[src/design/aesp_pkg.sv]
// Package for the allocation event stream parser: types and constants.
`timescale 1ns / 1ps
package aesp_pkg;

  localparam int unsigned QueueDepth = 4;

  // Record types carried in header bits 1..0, and event kinds in bits 3..2.
  localparam logic [1:0] TYPE_BAD   = 2'd0;
  localparam logic [1:0] TYPE_EVENT = 2'd1;
  localparam logic [1:0] TYPE_STAMP = 2'd2;
  localparam logic [1:0] TYPE_NAME  = 2'd3;
  localparam logic [1:0] EV_ALLOC   = 2'd0;
  localparam logic [1:0] EV_RESIZE  = 2'd1;
  localparam logic [1:0] EV_FREE    = 2'd2;
  localparam logic [1:0] EV_BAD     = 2'd3;

  typedef enum logic [2:0] {
    KIND_ALLOC    = 3'd0,
    KIND_FREE     = 3'd1,
    KIND_STARTED  = 3'd2,
    KIND_FINISHED = 3'd3,
    KIND_TRACE    = 3'd4,
    KIND_NBEGIN   = 3'd5,
    KIND_NBYTE    = 3'd6,
    KIND_INVALID  = 3'd7
  } kind_t;

  // One decoded command handed from front to back.
  typedef struct packed {
    logic         two;     // a second record follows in the same command
    kind_t        kind0;
    logic [63:0]  time0;
    logic [63:0]  addr0;
    logic [63:0]  size0;
    logic [15:0]  tlen;
    logic [31:0]  sid;
    logic [7:0]   nlen;
    logic [7:0]   nbyte;
    logic [63:0]  addr1;
    logic [63:0]  size1;
  } cmd_t;

  typedef struct packed {
    kind_t        kind;
    logic [63:0]  time_value;
    logic [63:0]  block_address;
    logic [63:0]  block_size;
    logic [15:0]  trace_length;
    logic [31:0]  scope_id;
    logic [7:0]   name_length;
    logic [7:0]   name_byte;
    logic         last_of_run;
  } rec_t;

endpackage

[src/design/aesp_front.sv]
// Front end: byte-serial parser that turns stream bytes into commands.
`timescale 1ns / 1ps
module aesp_front (
  input  logic            clk,
  input  logic            rst_n,
  input  logic            byte_valid,
  output logic            byte_ready,
  input  logic [7:0]      data_byte,
  output logic            cmd_valid,
  input  logic            cmd_ready,
  output aesp_pkg::cmd_t  cmd
);

  typedef enum logic [9:0] {
    PH_HDR    = 10'b0000000001,
    PH_STAMP  = 10'b0000000010,
    PH_W0     = 10'b0000000100,
    PH_W1     = 10'b0000001000,
    PH_W2     = 10'b0000010000,
    PH_CNT    = 10'b0000100000,
    PH_TRACE  = 10'b0001000000,
    PH_NSTAMP = 10'b0010000000,
    PH_NLEN   = 10'b0100000000,
    PH_NBYTE  = 10'b1000000000
  } phase_t;

  phase_t       phase_r, phase_nxt;
  logic [7:0]   hdr_r, hdr_nxt;
  logic [3:0]   idx_r, idx_nxt;
  logic [63:0]  stamp_r, stamp_nxt, start_r, start_nxt;
  logic [63:0]  w_r [3];
  logic [63:0]  w_nxt [3];
  logic [15:0]  trem_r, trem_nxt;
  logic [31:0]  scope_r, scope_nxt;
  logic [7:0]   nrem_r, nrem_nxt;
  logic         halt_r, halt_nxt;

  logic         fire;
  logic [1:0]   kind;
  logic [3:0]   wbytes;
  logic [5:0]   sh;
  logic [63:0]  bext;
  logic [15:0]  cnt_full;
  logic [63:0]  rel;
  logic [3:0]   idx_inc;
  logic [1:0]   nwords;

  assign byte_ready = cmd_ready;
  assign fire   = byte_valid && byte_ready && !halt_r;
  assign kind   = hdr_r[3:2];
  assign wbytes = hdr_r[7] ? 4'd8 : 4'd4;
  assign sh     = {idx_r[2:0], 3'b000};
  assign bext   = {56'd0, data_byte} << sh;
  assign cnt_full = {data_byte, trem_r[7:0]};
  assign rel    = stamp_r - start_r;
  assign idx_inc = idx_r + 4'd1;
  assign nwords = (kind == aesp_pkg::EV_ALLOC) ? 2'd2 :
                  (kind == aesp_pkg::EV_RESIZE) ? 2'd3 : 2'd1;

  always_comb begin
    phase_nxt = phase_r;
    hdr_nxt   = hdr_r;
    idx_nxt   = idx_r;
    stamp_nxt = stamp_r;
    start_nxt = start_r;
    w_nxt     = w_r;
    trem_nxt  = trem_r;
    scope_nxt = scope_r;
    nrem_nxt  = nrem_r;
    halt_nxt  = halt_r;
    cmd_valid = 1'b0;
    cmd       = '0;
    if (fire) begin
      unique case (phase_r)
        PH_STAMP: begin
          stamp_nxt = stamp_r | bext;
          idx_nxt = idx_inc;
          if (idx_inc == 4'd8) begin
            idx_nxt = '0;
            if (hdr_r[1:0] == aesp_pkg::TYPE_STAMP) begin
              cmd_valid = 1'b1;
              cmd.time0 = stamp_r | bext;
              if (!hdr_r[2]) begin
                start_nxt = stamp_r | bext;
                cmd.kind0 = aesp_pkg::KIND_STARTED;
              end else begin
                cmd.kind0 = aesp_pkg::KIND_FINISHED;
              end
              phase_nxt = PH_HDR;
            end else begin
              phase_nxt = PH_W0;
            end
          end
        end
        PH_W0, PH_W1, PH_W2: begin
          logic [1:0] k;
          k = (phase_r == PH_W0) ? 2'd0 : (phase_r == PH_W1) ? 2'd1 : 2'd2;
          w_nxt[k] = w_r[k] | bext;
          idx_nxt = idx_inc;
          if (idx_inc >= wbytes) begin
            idx_nxt = '0;
            if (k + 2'd1 < nwords) begin
              phase_nxt = (k == 2'd0) ? PH_W1 : PH_W2;
            end else begin
              phase_nxt = PH_CNT;
              trem_nxt = '0;
            end
          end
        end
        PH_CNT: begin
          if (idx_r == 4'd0) begin
            trem_nxt = {8'd0, data_byte};
            idx_nxt = 4'd1;
          end else begin
            trem_nxt = cnt_full;
            idx_nxt = '0;
            cmd.time0 = rel;
            cmd.tlen = cnt_full;
            if (kind == aesp_pkg::EV_ALLOC) begin
              cmd_valid = 1'b1;
              cmd.kind0 = aesp_pkg::KIND_ALLOC;
              cmd.addr0 = w_r[0];
              cmd.size0 = w_r[1];
            end else if (kind == aesp_pkg::EV_RESIZE) begin
              cmd.addr1 = w_r[1];
              cmd.size1 = w_r[2];
              if (w_r[0] != '0) begin
                cmd_valid = 1'b1;
                cmd.kind0 = aesp_pkg::KIND_FREE;
                cmd.addr0 = w_r[0];
                cmd.two = (w_r[2] != '0);
              end else if (w_r[2] != '0) begin
                cmd_valid = 1'b1;
                cmd.kind0 = aesp_pkg::KIND_ALLOC;
                cmd.addr0 = w_r[1];
                cmd.size0 = w_r[2];
              end
            end else begin
              cmd_valid = 1'b1;
              cmd.kind0 = aesp_pkg::KIND_FREE;
              cmd.addr0 = w_r[0];
            end
            scope_nxt = '0;
            phase_nxt = (cnt_full != '0) ? PH_TRACE : PH_HDR;
          end
        end
        PH_TRACE: begin
          scope_nxt = scope_r | (32'({24'd0, data_byte}) << sh[4:0]);
          idx_nxt = idx_inc;
          if (idx_inc >= 4'd4) begin
            idx_nxt = '0;
            cmd_valid = 1'b1;
            cmd.kind0 = aesp_pkg::KIND_TRACE;
            cmd.sid = scope_r | (32'({24'd0, data_byte}) << sh[4:0]);
            scope_nxt = '0;
            trem_nxt = trem_r - 16'd1;
            if (trem_r == 16'd1) phase_nxt = PH_HDR;
          end
        end
        PH_NSTAMP: begin
          idx_nxt = idx_inc;
          if (idx_inc >= 4'd8) begin
            idx_nxt = '0;
            phase_nxt = PH_NLEN;
          end
        end
        PH_NLEN: begin
          nrem_nxt = data_byte;
          cmd_valid = 1'b1;
          cmd.kind0 = aesp_pkg::KIND_NBEGIN;
          cmd.nlen = data_byte;
          phase_nxt = (data_byte != '0) ? PH_NBYTE : PH_HDR;
        end
        PH_NBYTE: begin
          cmd_valid = 1'b1;
          cmd.kind0 = aesp_pkg::KIND_NBYTE;
          cmd.nbyte = data_byte;
          nrem_nxt = nrem_r - 8'd1;
          if (nrem_r == 8'd1) phase_nxt = PH_HDR;
        end
        default: begin
          hdr_nxt = data_byte;
          idx_nxt = '0;
          stamp_nxt = '0;
          w_nxt[0] = '0;
          w_nxt[1] = '0;
          w_nxt[2] = '0;
          if (data_byte[1:0] == aesp_pkg::TYPE_BAD ||
              (data_byte[1:0] == aesp_pkg::TYPE_EVENT &&
               data_byte[3:2] == aesp_pkg::EV_BAD)) begin
            cmd_valid = 1'b1;
            cmd.kind0 = aesp_pkg::KIND_INVALID;
            halt_nxt = 1'b1;
            phase_nxt = PH_HDR;
          end else if (data_byte[1:0] == aesp_pkg::TYPE_NAME) begin
            phase_nxt = PH_NSTAMP;
          end else begin
            phase_nxt = PH_STAMP;
          end
        end
      endcase
    end
  end

  always_ff @(posedge clk) begin
    if (!rst_n) begin
      phase_r <= PH_HDR;
      hdr_r   <= '0;
      idx_r   <= '0;
      stamp_r <= '0;
      start_r <= '0;
      w_r[0]  <= '0;
      w_r[1]  <= '0;
      w_r[2]  <= '0;
      trem_r  <= '0;
      scope_r <= '0;
      nrem_r  <= '0;
      halt_r  <= 1'b0;
    end else begin
      phase_r <= phase_nxt;
      hdr_r   <= hdr_nxt;
      idx_r   <= idx_nxt;
      stamp_r <= stamp_nxt;
      start_r <= start_nxt;
      w_r     <= w_nxt;
      trem_r  <= trem_nxt;
      scope_r <= scope_nxt;
      nrem_r  <= nrem_nxt;
      halt_r  <= halt_nxt;
    end
  end

endmodule

[src/design/aesp_queue.sv]
// Small command FIFO between the parser front and the record back end.
`timescale 1ns / 1ps
module aesp_queue #(
  parameter int unsigned Depth = aesp_pkg::QueueDepth
) (
  input  logic            clk,
  input  logic            rst_n,
  input  logic            wr_valid,
  output logic            wr_ready,
  input  aesp_pkg::cmd_t  wr_data,
  output logic            rd_valid,
  input  logic            rd_ready,
  output aesp_pkg::cmd_t  rd_data
);

  localparam int unsigned AW = (Depth > 1) ? $clog2(Depth) : 1;

  aesp_pkg::cmd_t   mem_r [Depth];
  logic [AW-1:0]    wp_r, rp_r;
  logic [AW:0]      cnt_r;
  logic             wr_fire, rd_fire;

  assign wr_ready = (cnt_r != (AW+1)'(Depth));
  assign rd_valid = (cnt_r != '0);
  assign rd_data  = mem_r[rp_r];
  assign wr_fire  = wr_valid && wr_ready;
  assign rd_fire  = rd_valid && rd_ready;

  always_ff @(posedge clk) begin
    if (wr_fire) mem_r[wp_r] <= wr_data;
  end

  always_ff @(posedge clk) begin
    if (!rst_n) begin
      wp_r  <= '0;
      rp_r  <= '0;
      cnt_r <= '0;
    end else begin
      if (wr_fire) wp_r <= (wp_r == AW'(Depth - 1)) ? '0 : wp_r + AW'(1);
      if (rd_fire) rp_r <= (rp_r == AW'(Depth - 1)) ? '0 : rp_r + AW'(1);
      cnt_r <= cnt_r + (AW+1)'(wr_fire) - (AW+1)'(rd_fire);
    end
  end

endmodule

[src/design/aesp_back.sv]
// Back end: expands commands into one or two result records with an output register.
`timescale 1ns / 1ps
module aesp_back (
  input  logic            clk,
  input  logic            rst_n,
  input  logic            cmd_valid,
  output logic            cmd_ready,
  input  aesp_pkg::cmd_t  cmd,
  output logic            rec_valid,
  input  logic            rec_ready,
  output aesp_pkg::rec_t  rec
);

  logic            vld_r;
  aesp_pkg::rec_t  rec_r;
  logic            second_r;   // current command still owes its second record
  logic            load;
  logic            take;

  assign rec_valid = vld_r;
  assign rec = rec_r;
  assign load = !vld_r || rec_ready;
  // A command leaves the queue once its final record is loaded.
  assign take = load && cmd_valid && (!cmd.two || second_r);
  assign cmd_ready = take;

  always_ff @(posedge clk) begin
    if (!rst_n) begin
      vld_r    <= 1'b0;
      second_r <= 1'b0;
    end else if (load) begin
      vld_r <= cmd_valid;
      if (cmd_valid) second_r <= cmd.two && !second_r;
    end
  end

  always_ff @(posedge clk) begin
    if (load && cmd_valid) begin
      rec_r.time_value   <= cmd.time0;
      rec_r.trace_length <= cmd.tlen;
      rec_r.scope_id     <= cmd.sid;
      rec_r.name_length  <= cmd.nlen;
      rec_r.name_byte    <= cmd.nbyte;
      if (second_r) begin
        rec_r.kind          <= aesp_pkg::KIND_ALLOC;
        rec_r.block_address <= cmd.addr1;
        rec_r.block_size    <= cmd.size1;
        rec_r.last_of_run   <= 1'b1;
      end else begin
        rec_r.kind          <= cmd.kind0;
        rec_r.block_address <= cmd.addr0;
        rec_r.block_size    <= cmd.size0;
        rec_r.last_of_run   <= !cmd.two;
      end
    end
  end

endmodule

[src/design/alloc_event_stream_parser.sv]
// Top level of the allocation event stream parser.
`timescale 1ns / 1ps
// Usage: stream bytes of a little-endian memory-event stream enter on the
// in_ channel, one byte per transfer. Records leave on the out_ channel,
// each with out_tlast set on the final record caused by one input byte.
// The front parser takes one byte per cycle while the FIFO has room, and
// turns record-completing bytes into commands; a short FIFO holds them;
// the back end expands each command into one record, or two for a resize
// that frees and allocates. Throughput: one byte per cycle while the FIFO
// has room; a two-record resize holds the back end for both records, and
// the FIFO absorbs that. A command is written into the FIFO when its
// completing byte transfers, and the output register then loads it from
// the FIFO and presents the record.
// Reset (synchronous, rst_n low) returns the parser to waiting for a header,
// clears the start stamp and the halt flag, and empties the FIFO.
// When the receiver stalls, the output register holds its record, the FIFO
// fills, and in_tready drops once the FIFO is full; no byte is lost.
// An invalid header gives one invalid record; later bytes are then accepted
// and dropped until reset.
module alloc_event_stream_parser #(
  parameter int unsigned QueueDepth = aesp_pkg::QueueDepth
) (
  input  logic          clk,
  input  logic          rst_n,
  input  logic          in_tvalid,
  output logic          in_tready,
  input  logic [7:0]    in_tdata,     // [7:0] data_byte
  output logic          out_tvalid,
  input  logic          out_tready,
  // [2:0] record_kind, [66:3] time_value, [130:67] block_address,
  // [194:131] block_size, [210:195] trace_length, [242:211] scope_id,
  // [250:243] name_length, [258:251] name_byte, [263:259] zero fill
  output logic [263:0]  out_tdata,
  output logic          out_tlast
);

  aesp_pkg::cmd_t  f_cmd, q_cmd;
  logic            f_valid, f_ready, q_valid, q_ready;
  aesp_pkg::rec_t  rec;

  aesp_front u_front (
    .clk, .rst_n,
    .byte_valid(in_tvalid), .byte_ready(in_tready), .data_byte(in_tdata),
    .cmd_valid(f_valid), .cmd_ready(f_ready), .cmd(f_cmd)
  );

  aesp_queue #(.Depth(QueueDepth)) u_queue (
    .clk, .rst_n,
    .wr_valid(f_valid), .wr_ready(f_ready), .wr_data(f_cmd),
    .rd_valid(q_valid), .rd_ready(q_ready), .rd_data(q_cmd)
  );

  aesp_back u_back (
    .clk, .rst_n,
    .cmd_valid(q_valid), .cmd_ready(q_ready), .cmd(q_cmd),
    .rec_valid(out_tvalid), .rec_ready(out_tready), .rec(rec)
  );

  assign out_tdata = {5'd0, rec.name_byte, rec.name_length, rec.scope_id,
                      rec.trace_length, rec.block_size, rec.block_address,
                      rec.time_value, rec.kind};
  assign out_tlast = rec.last_of_run;

endmodule

[config.mk]
export PLATFORM = sky130hd
export DESIGN_NAME = alloc_event_stream_parser
export DESIGN_NICKNAME = d
export VERILOG_FILES = /design/src/design/aesp_pkg.sv /design/src/design/aesp_front.sv /design/src/design/aesp_queue.sv /design/src/design/aesp_back.sv /design/src/design/alloc_event_stream_parser.sv
export SDC_FILE = /design/constraint.sdc
export NUM_CORES = 2
export LEC_CHECK = 0
export BUFFER_PORTS_ARGS = -buffer_cell sky130_fd_sc_hd__buf_2
export CORE_UTILIZATION = 62
export CTS_CLUSTER_SIZE = 30
export DETAILED_ROUTE_END_ITERATION = 6
export MAX_ROUTING_LAYER = met4
export PLACE_DENSITY = 0.9
export SLEW_MARGIN = 20
export SYNTH_ARGS = -nofsm -noshare
export SYNTH_HDL_FRONTEND = slang
export SYNTH_SLANG_ARGS = --single-unit
[constraint.sdc]
create_clock -name clk -period 17.1 [get_ports clk]
set_input_delay 3.42 -clock clk [delete_from_list [all_inputs] [get_ports clk]]
set_output_delay 3.42 -clock clk [all_outputs]
set_load 0.005 [all_outputs]
Word-level counts from Yosys, hierarchy flattened
Memory sizes are Yosys's and may differ from the RTL's. A register that Yosys moved wholly into a read port is not among the register bits.
Cells that the tools add are included.
- shift operators: 2
- add/sub/neg operators: 9
- $mul: 0
- bitwise operators: 9
- multiplexer cells: 92
- equal/unequal tests: 29
- $lt $le $gt $ge: 6
- reductions and logical operators: 46
- divide/modulo/power cells: 0
- operators with widths (kind ; count):
    128-bit 2-to-1 mux ; 7
    64-bit 2-to-1 mux ; 7
    388-bit 2-to-1 mux ; 1
    192-bit case mux with 2 select lines ; 1
    64-bit case mux with 2 select lines ; 2
    212-bit 2-to-1 mux ; 1
    192-bit bitwise mux ; 1
    144-bit 2-to-1 mux ; 1
    67-bit 2-to-1 mux ; 2
    64-bit binary-select mux with 2-bit select ; 1
    64-bit demux with 2-bit select ; 1
    32-bit 2-to-1 mux ; 4
    64-bit bitwise OR ; 2
    64-bit nonzero test ; 2
    10-bit 2-to-1 mux ; 10
    10-bit case mux with 7 select lines ; 1
    16-bit 2-to-1 mux ; 4
    32-bit case mux with 2 select lines ; 1
    8-bit by 6-bit << shifter with 64-bit output ; 1
    64-bit subtractor ; 1
    16-bit case mux with 3 select lines ; 1
    32-bit bitwise OR ; 1
    8-bit by 5-bit << shifter with 32-bit output ; 1
    8-bit 2-to-1 mux ; 3
    61 further kinds ; 136
- memories kept: 1
- bits in writable memories: 1552
- register bits: 668
- word-level logic and storage cells: 221
- bits in latches: 0
- input bits: 12
- memory bits (read-only): 0
- output and inout bits: 267
- memory list (name ; words ; width ; read ports ; clocked after memory_dff ; write ports ; line ; source):
    u_queue.mem_r ; 4 ; 388 ; 1 ; 1 ; 1 ; aesp_queue.sv:18 ; aesp_pkg::cmd_t mem_r [Depth];

Logic depth before layout (Yosys ltp)
- depth after elaboration: 11
- depth in mapped cells: 15
- mapped depth without buffers: 13

Modules after synthesis
A second synthesis with hierarchy kept.
- cell total of the unflattened synthesis: 5875
- area total of the unflattened synthesis: 91308.8 um2
- by module, submodules not included (module ; times used ; cells an instance ; area an instance (um2) ; seq. area each (um2)):
    aesp_queue ; 1 ; 2078 ; 56472.9 ; 46784.9
    aesp_front ; 1 ; 3372 ; 25051.5 ; 7927.6
    aesp_back ; 1 ; 419 ; 9743.1 ; 7847.5
    alloc_event_stream_parser ; 1 ; 6 ; 41.3 ; 0.0

Least setup slack after synthesis
Ideal clock, no wire load.
- kind: input-to-reg
- start: input port in_tdata[0]
- end: memory u_queue.mem_r[1][0] in the netlist's numbering, enable pin
- slack: 3337 ps
- path buffers: 1
- required time: 16299 ps
- library setup time: 801 ps
- arrival time: 12962 ps
- stages: 5
- cells stage by stage: clkbuf_1 -> a21oi_1 -> o21ai_2 -> a31oi_4 -> and2_1
- word-level cells in the longest chain between the ends: 9
- elaborated cells between the ends (all ways): 10
- classes of those cells: 1 x eq/ne; 5 x mux; 4 x reduce/logical
- ends and longest elaborated chain (element ; line ; source):
    start, declared ; alloc_event_stream_parser.sv:27 ; input logic [7:0] in_tdata,
    2-bit by 1-bit == test with 1-bit output ; aesp_front.sv:189 ; (data_byte[1:0] == aesp_pkg::TYPE_EVENT &&
    1-bit logical AND ; aesp_front.sv:189 ;
    1-bit logical OR * ; aesp_front.sv:188 ; if (data_byte[1:0] == aesp_pkg::TYPE_BAD ||
    1-bit 2-to-1 mux * ; aesp_front.sv:188 ;
    1-bit case mux with 5 select lines * ; aesp_front.sv:74 ; unique case (phase_r)
    1-bit 2-to-1 mux * ; aesp_front.sv:73 ; if (fire) begin
    1-bit logical AND * ; aesp_queue.sv:26 ; assign wr_fire = wr_valid && wr_ready;
    named net u_queue.wr_fire ; aesp_queue.sv:21 ; logic wr_fire, rd_fire;
    1-bit 2-to-1 mux * ; aesp_queue.sv:30 ; if (wr_fire) mem_r[wp_r] <= wr_data;
    1-bit 2-to-1 mux (not written as such) * ; aesp_queue.sv:30 ;
    end, declared ; aesp_queue.sv:18 ;
Mark *: on every way through the listed nets, which the timed path passes. The rest lies on a longest branch.

Worst setup path in the final report
- start: input port in_tvalid
- end: memory u_queue.mem_r[0][197] in the netlist's numbering, enable pin
- word-level cells in the longest chain between the ends: 6
- ends and longest elaborated chain (element ; line ; source):
    start, declared ; alloc_event_stream_parser.sv:25 ; input logic in_tvalid,
    1-bit logical AND (2 in a row) ; aesp_front.sv:49 ; assign fire = byte_valid && byte_ready && !halt_r;
    1-bit 2-to-1 mux ; aesp_front.sv:73 ;
    1-bit logical AND ; aesp_queue.sv:26 ;
    named net u_queue.wr_fire ; aesp_queue.sv:21 ;
    1-bit 2-to-1 mux ; aesp_queue.sv:30 ;
    1-bit 2-to-1 mux (not written as such) ; aesp_queue.sv:30 ;
The timed path passes the listed nets, and every way through them passes these cells.

==> impl_metrics.csv <==
group,metric,value,unit
grt,grt_pass1_vias,58460,
detailed_routing,num_vias,60003,
detailed_routing,drt-pass1-iter-count,7,
cells_and_area,finalCoreUtilization,69.2,%
grt,grt_first_pass_wirelength,376000,um
pwr,share_clk_of_total_power,32.6,%
critical_path,worstPathCellList,"buf_2, and3b_1, o21ai_2, a31oi_4, and2_4, buf_4, buf_12, buf_4",
critical_path,crit_top_cell,"sky130_fd_sc_hd__buf_4",
placement,dp_cells,8108,
synth,yosys-top-cells-area,"sky130_fd_sc_hd__edfxtp_1 (60%), sky130_fd_sc_hd__mux4_2 (9.6%), sky130_fd_sc_hd__dfxtp_1 (9.0%), sky130_fd_sc_hd__nand2_1 (3.5%), sky130_fd_sc_hd__nor2_1 (2.1%)",
detailed_routing,routed_wirelength,257000,um
synth,synthMostInstantiatedCell,"sky130_fd_sc_hd__edfxtp_1",
cts,cts-resized-gates,0,
critical_path,path_class,"input pin to flip-flop",
die,io_pins,279,
status,failed_checks,"design-rule violations",
cts,post_cts_clock_slew_at_the_launch_and_capture_registers_of_the_worst_setup_and_hold_paths,0.07,ns
timing,timing_max_transition_violations_final,0,
hold_path,min_path_type,"flip-flop to flip-flop",
timing,worst_pin_slew,1.28,ns
grt,leftover_overflow_at_the_end_of_global_routing,0,
synth,synth_enable_flop_cells,1812,
detailed_routing,detail_route.wl_per_cell,30.2,um
job,max_cap_viol_count,0,
timing,max_freq,124,MHz
critical_path,slowest_stage,"sky130_fd_sc_hd__and3b_1",
cts,cts_buffers,205,
cts,clock_sink_count,2219,
placement,routabilityCongestion,0.924,
placement,hpwl,144000,um
placement,dpl_worst_slack,8.43,ns
timing,holdWs,0.482,ns
timing,report.final.hold_viol_count,0,
detailed_routing,detail_route.drc_violations,20,
die,dieHeight,385,um
critical_path,worst-endpoint-required,17.60,ns
cts,cts_tree,"built",
synth,synthesis.area_per_instance,14.5,um^2
die,floorplan.initialDensity,62.4,%
status,run_status,"finished, violations left",
timing,max-slew-margin-rel,14.7,%
detailed_routing,final_antenna_net_count,0,
detailed_routing,drt_first_iter_violations,10486,
cells_and_area,area_growth,10.9,%
synth,syn_inst,6238,
timing,timing.final.crit_share,47.3,%
cts,post_cts_hold_buffer_count,0,
die,design.core.area,0.145,mm^2
timing,finalSetupViolCount,0,
die,floorplan.die_area,0.148,mm^2
pwr,p_leak,0.0348,uW
timing,final_period_minus_worst_setup_slack,8.09,ns
critical_path,endpoint_kind,"flip-flop",
pwr,worst_ir_drop_vdd,0.131,mV
synth,synth_top_cell_area_share,60.0,%
synth,synth_seq_area_share,68.9,%
timing,finalClockSkew,0.0406,ns
pwr,intPower,10200,uW
detailed_routing,vias_per_cell,7.05,
cells_and_area,stdcell_count,8511,
critical_path,max_stage_delay,0.89,ns
synth,synth_common_cells,"sky130_fd_sc_hd__edfxtp_1 (1812), sky130_fd_sc_hd__nand2_1 (851), sky130_fd_sc_hd__nor2_1 (506)",
cts,cts.htree.levels,4,
synth,synth_warnings,0,
critical_path,worstPathMaxFanout,138,
grt,grt_start_max_net_pins,164,
critical_path,timing.critical_path.arrival,8.58,ns
die,placement_rows,140,
placement,port_buffers,273,
pwr,p_per_area,142,mW/mm^2
synth,dominantRegCellSynth,"sky130_fd_sc_hd__edfxtp_1",
grt,groute.usage.overall,35.7,%
pwr,p_comb_share,20.9,%
timing,fin_setup_tns,0,ns
synth,synthArstFlopShare,0,%
synth,ys_ff_latch,2219,
cts,clk-insertion-delay-late,0.89,ns
pwr,power_switching_share,28.5,%
synth,synth.distinct_cells,95,
cells_and_area,drive_gt1_share,17.0,%
pwr,p_sw,4080,uW
synth,synth_largest_area_cell,"sky130_fd_sc_hd__edfxtp_1",
cts,post_cts.repair.setup_buffers,0,
critical_path,setup.worst_path.start_class,"input pin",
die,horizontal_die_dimension,385,um
cells_and_area,number_of_nets_in_the_layout,6492,
cts,clock_path_buffers,3,
synth,mappedNetlistArea,0.0908,mm^2
cts,clk_root_buffer_cell,"sky130_fd_sc_hd__clkbuf_16",
timing,worst_slack,9.01,ns
pwr,power.sequential.fraction,46.5,%
grt,grt_antenna_before_repair,16,
timing,grt_setup_unrepaired,"no",
## worst max-delay path, delay by kind of cell
family                 cells  cell delay (ns)
buffers and inverters      4             2.40
AOI/OAI and AO/OA          2             0.72
and+or+nand+nor            2             1.64
## final timing paths
path,startpoint,slack [ns],cells after the start,endpoint
max,in_tvalid,9.01,8,u_queue.mem_r[0][197]
min,u_front.scope_r[7],0.48,2,u_front.scope_r[7]
max reg2reg,u_front.phase_r[5],10.48,11,u_queue.mem_r[0][197]
min reg2reg,u_front.scope_r[7],0.48,2,u_front.scope_r[7]
## sequential cells by signal, indices dropped and copies added, names as in the netlist, 8 cells and up, named ones only
register and count:
u_front.w_r 192, u_back.rec 260, u_queue.mem_r 1552, u_front.start_r 64
u_front.nrem_r 8, u_front.stamp_r 64, u_front.phase_r 10, u_front.scope_r 32
u_front.trem_r 16
## routing by layer
layer,GRT usage [%],vias up,wire (um)
li1,-,23927,-
met3,9.14,1278,34300
met1,45.9,29299,88300
met2,53.2,5499,118000
met4,17.3,0,15900
met5,-,-,0
## cell usage in the layout, fill, tap and decap left out, types with 41 or more instances in the layout
cell and n:
sky130_fd_sc_hd__nand3_1 145, sky130_fd_sc_hd__edfxtp_1 1812, sky130_fd_sc_hd__mux4_2 388, sky130_fd_sc_hd__nor4_1 41, sky130_fd_sc_hd__a21oi_1 311, sky130_fd_sc_hd__clkbuf_1 58, sky130_fd_sc_hd__buf_4 73, sky130_fd_sc_hd__dfxtp_1 404
sky130_fd_sc_hd__nor2_1 501, sky130_fd_sc_hd__inv_1 102, sky130_fd_sc_hd__clkbuf_16 206, sky130_fd_sc_hd__and2_1 149, sky130_fd_sc_hd__o21ai_0 65, sky130_fd_sc_hd__a21boi_0 140, sky130_fd_sc_hd__nor2b_1 96, sky130_fd_sc_hd__xnor2_1 42
sky130_fd_sc_hd__a221oi_1 50, sky130_fd_sc_hd__ha_1 79, sky130_fd_sc_hd__nand2_1 849, sky130_fd_sc_hd__a22oi_1 145, sky130_fd_sc_hd__buf_2 272, sky130_fd_sc_hd__o211a_1 74
## power by group through the flow
stage	registers, uW	clock network, uW	logic [uW]
3_3_place_gp	6720	0	2850
2_1_floorplan	6840	0	1770
6_report	6650	4660	2990
5_1_grt	6690	4860	3160
4_1_cts	6650	4670	2980
3_5_place_dp	6740	0	2900
## layout make-up
cell class              instances  area [um^2]
multi-input cells            3512        26300
diodes                         17         42.5
flip-flops and latches       2219        62600
repair buffers                355         2100
inverters                     106          408
fillers                      8526        44700
clock buffers                 280         5590
clock inverters               105         1230
well taps                    1917         2400
## metrics by stage
stage | area (um^2) | total power [uW]
finish | 101000 | 14300
global route | 101000 | 14700
detailed placement | 93800 | 9640
global placement | 93800 | 9570
CTS | 101000 | 14300
floorplan | 90800 | 8610
## cells by family after synthesis
kind of cell             after synthesis  synth area share (%)
flip-flops                          2219                  68.9
AND/OR/NAND/NOR                     1955                  9.66
AO/OA/AOI/OAI                       1003                  7.61
buffers and inverters                511                  2.23
multiplexers                         396                  9.72
adder cells (fa/ha/maj)               81                  1.13
XOR/XNOR                              72                 0.716
other                                  1               0.00413
Power figures use the tool's default switching activity.
